`config.mk`:
```
export PLATFORM = sky130hd
export DESIGN_NAME = pfb_seq
export DESIGN_NICKNAME = d
export VERILOG_FILES = /design/src/hw/rtl/pfb_pkg.sv /design/src/hw/rtl/pfb_seq.sv
export SDC_FILE = /design/constraint.sdc
export NUM_CORES = 1
export LEC_CHECK = 0
export BUFFER_PORTS_ARGS = -buffer_cell sky130_fd_sc_hd__buf_4
export CAP_MARGIN = 20
export CORE_MARGIN = 3
export CORE_UTILIZATION = 60
export CTS_BUF_LIST = sky130_fd_sc_hd__clkbuf_16
export DETAILED_ROUTE_END_ITERATION = 16
export PLACE_DENSITY_LB_ADDON = 0.15
export SLEW_MARGIN = 15
export SYNTH_ARGS = -nofsm -noshare
export SYNTH_HDL_FRONTEND = slang
export SYNTH_SLANG_ARGS = --single-unit
```
`constraint.sdc`:
```
create_clock -name clk -period 3.6 [get_ports clk]
set_input_delay 0.18 -clock clk [delete_from_list [all_inputs] [get_ports clk]]
set_output_delay 0.18 -clock clk [all_outputs]
set_load 0.02 [all_outputs]
```
`src/hw/rtl/pfb_pkg.sv`:
```
// Shared types and constants for the page framebuffer draw engine.
// Used by pfb_store, pfb_seq and the top level; depends on nothing.
package pfb_pkg;

  localparam int PAGE_ROWS = 8;

  typedef enum logic [2:0] {
    REQ_CLEAR  = 3'd0,
    REQ_PIXEL  = 3'd1,
    REQ_HRUN   = 3'd2,
    REQ_VRUN   = 3'd3,
    REQ_INVERT = 3'd4,
    REQ_READ   = 3'd5
  } req_t;

  typedef enum logic [1:0] {
    ACC_READ = 2'd0,
    ACC_OR   = 2'd1,
    ACC_XOR  = 2'd2,
    ACC_ZERO = 2'd3
  } acc_op_t;

  typedef enum logic [1:0] {
    ST_IDLE   = 2'd0,
    ST_RUN    = 2'd1,
    ST_FINISH = 2'd2
  } seq_state_t;

  typedef struct packed {
    logic    en;
    acc_op_t op;
    logic [7:0] mask;
  } acc_ctrl_t;

endpackage

```
`src/hw/rtl/pfb_seq.sv`:
```
// Request decoder and access sequencer for the page framebuffer draw engine.
// Depends on pfb_pkg; drives pfb_store with one address per cycle during a sweep.
module pfb_seq #(
  parameter int WIDTH = 128,
  parameter int HEIGHT = 64,
  parameter int DEPTH = 1024,
  parameter int AW = 10,
  parameter int NW = 11
) (
  input  logic               clk,
  input  logic               rst,
  input  logic               in_valid,
  output logic               in_ready,
  input  logic [2:0]         req_type,
  input  logic [6:0]         column,
  input  logic [5:0]         row,
  input  logic [6:0]         span_start,
  input  logic [6:0]         span_end,
  output pfb_pkg::acc_ctrl_t acc,
  output logic [AW-1:0]      acc_addr,
  input  logic [7:0]         rdata,
  output logic               res_valid,
  input  logic               res_ready,
  output logic [7:0]         res_data
);

  pfb_pkg::seq_state_t state, state_next;

  // Work registers of the current request.
  pfb_pkg::acc_op_t op;
  logic [AW-1:0]    addr;
  logic [NW-1:0]    remaining;
  logic             first;
  logic             step_page;
  logic             has_result;
  logic             is_read;
  logic [7:0]       mask_first;
  logic [7:0]       mask_mid;
  logic [7:0]       mask_last;

  // Decoded set-up of an incoming request.
  logic             s_run;
  pfb_pkg::acc_op_t s_op;
  logic [AW-1:0]    s_addr;
  logic [NW-1:0]    s_count;
  logic             s_step_page;
  logic             s_is_read;
  logic [7:0]       s_mask_first;
  logic [7:0]       s_mask_mid;
  logic [7:0]       s_mask_last;

  logic             row_ok;
  logic             col_ok;
  logic [7:0]       hs;
  logic [7:0]       he;
  logic [6:0]       vs;
  logic [6:0]       ve;
  logic [7:0]       row_bit;
  logic [7:0]       top_m;
  logic [7:0]       bot_m;
  logic [AW-1:0]    page_base;
  logic [AW-1:0]    vpage_base;

  always_comb begin
    row_ok  = 32'(row) < HEIGHT;
    col_ok  = 32'(column) < WIDTH;
    hs      = ({1'b0, span_start} > 8'(WIDTH - 1)) ? 8'(WIDTH - 1) : {1'b0, span_start};
    he      = ({1'b0, span_end} > 8'(WIDTH - 1)) ? 8'(WIDTH - 1) : {1'b0, span_end};
    vs      = (span_start > 7'(HEIGHT - 1)) ? 7'(HEIGHT - 1) : span_start;
    ve      = (span_end > 7'(HEIGHT - 1)) ? 7'(HEIGHT - 1) : span_end;
    row_bit = 8'h01 << row[2:0];
    top_m   = 8'hFF << vs[2:0];
    bot_m   = 8'hFF >> (3'd7 - ve[2:0]);
    page_base  = AW'(row[5:3]) * AW'(WIDTH);
    vpage_base = AW'(vs[5:3]) * AW'(WIDTH);

    s_run        = 1'b0;
    s_op         = pfb_pkg::ACC_READ;
    s_addr       = '0;
    s_count      = NW'(1);
    s_step_page  = 1'b0;
    s_is_read    = 1'b0;
    s_mask_first = 8'hFF;
    s_mask_mid   = 8'hFF;
    s_mask_last  = 8'hFF;

    case (pfb_pkg::req_t'(req_type))
      pfb_pkg::REQ_CLEAR: begin
        s_run   = 1'b1;
        s_op    = pfb_pkg::ACC_ZERO;
        s_count = NW'(DEPTH);
      end
      pfb_pkg::REQ_PIXEL: begin
        s_run        = col_ok && row_ok;
        s_op         = pfb_pkg::ACC_OR;
        s_addr       = page_base + AW'(column);
        s_mask_first = row_bit;
      end
      pfb_pkg::REQ_HRUN: begin
        s_run        = row_ok && (he >= hs);
        s_op         = pfb_pkg::ACC_OR;
        s_addr       = page_base + AW'(hs);
        s_count      = NW'(he - hs) + NW'(1);
        s_mask_first = row_bit;
        s_mask_mid   = row_bit;
        s_mask_last  = row_bit;
      end
      pfb_pkg::REQ_VRUN: begin
        s_run        = col_ok && (ve >= vs);
        s_op         = pfb_pkg::ACC_OR;
        s_addr       = vpage_base + AW'(column);
        s_count      = NW'(ve[5:3] - vs[5:3]) + NW'(1);
        s_step_page  = 1'b1;
        // A run inside a single page keeps only the rows both masks cover.
        s_mask_first = (vs[5:3] == ve[5:3]) ? (top_m & bot_m) : top_m;
        s_mask_last  = bot_m;
      end
      pfb_pkg::REQ_INVERT: begin
        s_run   = 1'b1;
        s_op    = pfb_pkg::ACC_XOR;
        s_count = NW'(DEPTH);
      end
      pfb_pkg::REQ_READ: begin
        s_run     = col_ok && row_ok;
        s_op      = pfb_pkg::ACC_READ;
        s_addr    = page_base + AW'(column);
        s_is_read = col_ok && row_ok;
      end
      default: begin
        s_run = 1'b0;
      end
    endcase
  end

  // Reset starts a clearing sweep of the whole store that returns no result.
  always_ff @(posedge clk) begin
    if (rst) begin
      state <= pfb_pkg::ST_RUN;
    end else begin
      state <= state_next;
    end
  end

  always_comb begin
    state_next = state;
    case (state)
      pfb_pkg::ST_IDLE: begin
        if (in_valid) begin
          state_next = s_run ? pfb_pkg::ST_RUN : pfb_pkg::ST_FINISH;
        end
      end
      pfb_pkg::ST_RUN: begin
        if (remaining == NW'(1)) begin
          state_next = pfb_pkg::ST_FINISH;
        end
      end
      pfb_pkg::ST_FINISH: begin
        if (!has_result || res_ready) begin
          state_next = pfb_pkg::ST_IDLE;
        end
      end
      default: begin
        state_next = pfb_pkg::ST_IDLE;
      end
    endcase
  end

  always_comb begin
    in_ready  = (state == pfb_pkg::ST_IDLE);
    acc.en    = (state == pfb_pkg::ST_RUN);
    acc.op    = op;
    if (first) begin
      acc.mask = mask_first;
    end else if (remaining == NW'(1)) begin
      acc.mask = mask_last;
    end else begin
      acc.mask = mask_mid;
    end
    acc_addr  = addr;
    res_valid = (state == pfb_pkg::ST_FINISH) && has_result;
    res_data  = is_read ? rdata : 8'h00;
  end

  always_ff @(posedge clk) begin
    if (rst) begin
      op         <= pfb_pkg::ACC_ZERO;
      addr       <= '0;
      remaining  <= NW'(DEPTH);
      first      <= 1'b1;
      step_page  <= 1'b0;
      has_result <= 1'b0;
      is_read    <= 1'b0;
      mask_first <= 8'hFF;
      mask_mid   <= 8'hFF;
      mask_last  <= 8'hFF;
    end else begin
      case (state)
        pfb_pkg::ST_IDLE: begin
          if (in_valid) begin
            op         <= s_op;
            addr       <= s_addr;
            remaining  <= s_count;
            first      <= 1'b1;
            step_page  <= s_step_page;
            has_result <= 1'b1;
            is_read    <= s_is_read;
            mask_first <= s_mask_first;
            mask_mid   <= s_mask_mid;
            mask_last  <= s_mask_last;
          end
        end
        pfb_pkg::ST_RUN: begin
          addr      <= addr + (step_page ? AW'(WIDTH) : AW'(1));
          remaining <= remaining - NW'(1);
          first     <= 1'b0;
        end
        default: begin
          first <= first;
        end
      endcase
    end
  end

  a_run_count_live: assert property (@(posedge clk) disable iff (rst)
    state == pfb_pkg::ST_RUN |-> remaining != '0)
    else $error("sweep running with no accesses left");

  a_accept_leaves_idle: assert property (@(posedge clk) disable iff (rst)
    in_valid && in_ready |=> state != pfb_pkg::ST_IDLE && has_result)
    else $error("accepted request did not start");

endmodule

```
==> summary.md <==
| Metric | Value |
|---|---|
| Worst IR Drop VDD | `526.8 uV` |
| Final period util | `between 70 and 80%` |
| Arrival @ worst endpoint | `roughly 2.5 ns` |
| Seq/Total Area, Yosys | `25.98%` |
| Worst setup margin | `0.9725 ns` |
| Tmin final | `2.627 ns` |
| FF/Latch Area | `1061 um^2` |
| Cell area power density | `654.4 nW/um^2` |
| Cell family with most CP delay | `simple AND/OR/NAND/NOR gates` |
| Post-CTS Setup Bufs | `0` |
| EDFF count, synth | `0` |
| First-pass GRT wire length | `20180 um` |
| Leakage | `2.086 nW` |
| Most used DFF post-synth | `dfxtp_1` |
| ANT nets after route | `0` |
| FF+latch count, synth | `53` |
| Via count | `approximately 4500` |
| Synth Area in Simple Gates | `27.67%` |
| Pwr Total | `3.151 mW` |
| Crit-path max cell delay | `0.67 ns` |
| # hold bufs at CTS | `0` |
| WL final | `12500 um` |
| CTS Buf Count | `5` |
| TNS Setup | `0 ns` |
| Post-layout util | `74.56%` |
| Layout Skew | `0.004276 ns` |
| Max_cap viols | `0` |
| Count of input and output buffers | `72` |
| Setup-failing EPs final | `0` |
| CTS Root Buffer Type | `clkbuf_16` |
| Initial antenna violation count | `0` |
| Status | `completed` |
| Max clock buf depth | `2` |
| Post-synthesis mux area share | `2.972%` |
| CP Max Fanout | `10` |
| All-Layer GR Usage | `32.82%` |
| Worst path required time | `3.42 ns` |
| Crit Path Class | `reg -> out` |
| Core area | `6459 um^2` |
| Commonest non-fill, non-tap cells in the layout | `buf_4, nor2_1, dfxtp_1` |
| Most used cell, CP | `or4_4` |
| Worst slew pin tran | `0.6637 ns` |
| Total congestion overflow | `0` |
| Slew HR | `55.66%` |
| DIE WIDTH | `88.50 um` |
| Ys async rst share | `0%` |
| Vias per cell | `6.552` |
| Reg clk slew, reported paths | `0.07 ns` |
| Achievable Freq | `380.6 MHz` |
| Synth Area in Adders | `8.150%` |
| Vias in the first global route | `between 4000 and 5000` |
| Unrepaired setup endpoints after global routing | `false` |
| Syn_nets | `roughly 600` |
| Synth cell types | `64` |
| Nets | `668` |
| Final instance area | `4816 um^2` |
| Clock Latency Late Sink | `0.29 ns` |
| Pre-CTS WS | `around 0.73 ns` |
| Placed Area | `4639 um^2` |
| Layout area overhead | `17.92%` |
| CTS H-Tree Depth | `2` |
| Initial Utilization | `63.23%` |
| Resized cells post-CTS | `0` |
| Synthesis Warnings | `0` |
| Min-delay worst type | `in -> reg` |
| Antenna cells | `0` |
| CP Buf/Inv Count | `1` |
| CP Cell Sequence | `or4_4 -> or4_4 -> mux2i_1 -> o21ai_0 -> buf_4` |
| Synth Area in Compound Gates | `27.18%` |
| Total die area | `7832 um^2` |
| Area of the multi-input gates | `between 2000 and 3000 um^2` |
| Filler instances | `508` |
| Clk sinks | `53` |
| Avg WL per Cell | `18.35 um` |
| Crit start category | `flip-flop` |
| Global placer's final weighted congestion | `1.038` |
| Commonest non-fill, non-tap cell in the layout | `buf_4` |
| Cells after synthesis | `549` |
| CP max stage cell | `or4_4` |
| Avg Synthesized Cell Area | `7.439 um^2` |
| Die Height | `between 80 and 90 um` |
| I/O pins | `73` |
| Largest net degree at the start of global routing | `55` |
| DRC viols | `0` |
| First-pass DRT Iterations | `5` |
| HPWL Detailed | `9447 um` |
| Final Max Tran Viols | `0` |
| Main combinational cell family by area after synthesis | `simple AND/OR/NAND/NOR gates` |
| Post-Synth XOR/XNOR Area | `roughly 2.5%` |
| Initial DRC Count | `354` |
| CTS tree | `built` |
| Crit path capture type | `output port` |
| Row count | `29` |
| Share of cells above drive strength 1 | `17.55%` |
| Final Hold Fails | `0` |
| Post-synthesis instance area | `4084 um^2` |
cell families after synthesis:
group,Yosys count
adder cells (fa/ha/maj),26
buffers and inverters,56
other,2
flip-flops,53
AND/OR/NAND/NOR,225
AO/OA/AOI/OAI,165
XOR/XNOR,10
multiplexers,12
registers in the layout, indices dropped and copies added (netlist names):
name and count:
op 2, acc_addr 10, mask_mid 8, mask_first 8
remaining 11, step_page 1, first 1, mask_last 8
is_read 1, has_result 1, state 2
area by class of cell:
type	instances	area share, %
clock buffer	5	2.598
clock inverter	3	0.9093
inverter	23	1.793
multi-input combinational	440	58.20
sequential	53	22.03
tap	77	2.001
timing repair buffer	80	12.47
power by group:
group	switching, mW	internal [mW]
Combinational	1.01	0.710
Clock	0.227	0.330
Sequential	0.146	0.726
Total	1.39	1.77
worst register-to-register path, cell delays in order (launching register included):
cell and delay, ns:
dfxtp_1 0.37, or4_4 0.58, or4_4 0.67, a21oi_2 0.18
nor2_1 0.06, a211oi_2 0.18, o31a_1 0.16
cells in the mapped netlist, drive strengths merged (4+ instances only):
cell	n	area [um^2]
a211o	12	105.1
a211oi	11	87.58
a21o	6	45.04
a21oi	44	224.0
a221oi	7	61.31
a22oi	10	75.07
a31oi	5	31.28
and2	15	93.84
and3	4	25.02
buf	5	28.78
clkbuf	28	105.1
dfxtp	53	1061
ha	21	262.8
inv	22	82.58
mux2i	11	110.1
nand2	33	123.9
nand2b	15	93.84
nand3	14	70.07
nand3b	4	30.03
nand4	5	31.28
nor2	73	274.0
nor2b	4	25.02
nor3	25	125.1
nor4	8	50.05
o211ai	5	37.54
o21ai	31	155.2
o21bai	5	37.54
o31ai	4	30.03
o32ai	6	52.55
or2	10	62.56
or3	5	32.53
xnor2	6	52.55
worst paths after layout:
| kind | from | end | slack (ns) | depth (start not counted) |
|---|---|---|---|---|
| max reg2reg | remaining[2] | state[1] | 1.34 | 6 |
| max | remaining[2] | acc[0] | 0.97 | 5 |
| min | req_type[2] | is_read | 0.28 | 3 |
| min reg2reg | mask_first[4] | mask_first[4] | 0.47 | 1 |
per-stage QoR:
step / instances / hold slack, ns
floorplan: 549 / 0.3825
global placement: 672 / 0.4432
detailed placement: 672 / 0.4526
CTS: 680 / 0.2693
global route: 681 / 0.2774
finish: 681 / 0.2751
per-layer routing:
| metal | vias to the layer above | global-route usage (%) | routed length, um |
|---|---|---|---|
| li1 | 2117 | - | - |
| met4 | 0 | 10.03 | 250 |
| met5 | - | 0 | 0 |
| met1 | 2063 | 46.64 | 5282 |
| met3 | 30 | 5.866 | 1316 |
| met2 | 252 | 50.71 | 5646 |
Note: power is estimated with default switching activity, not from simulation.
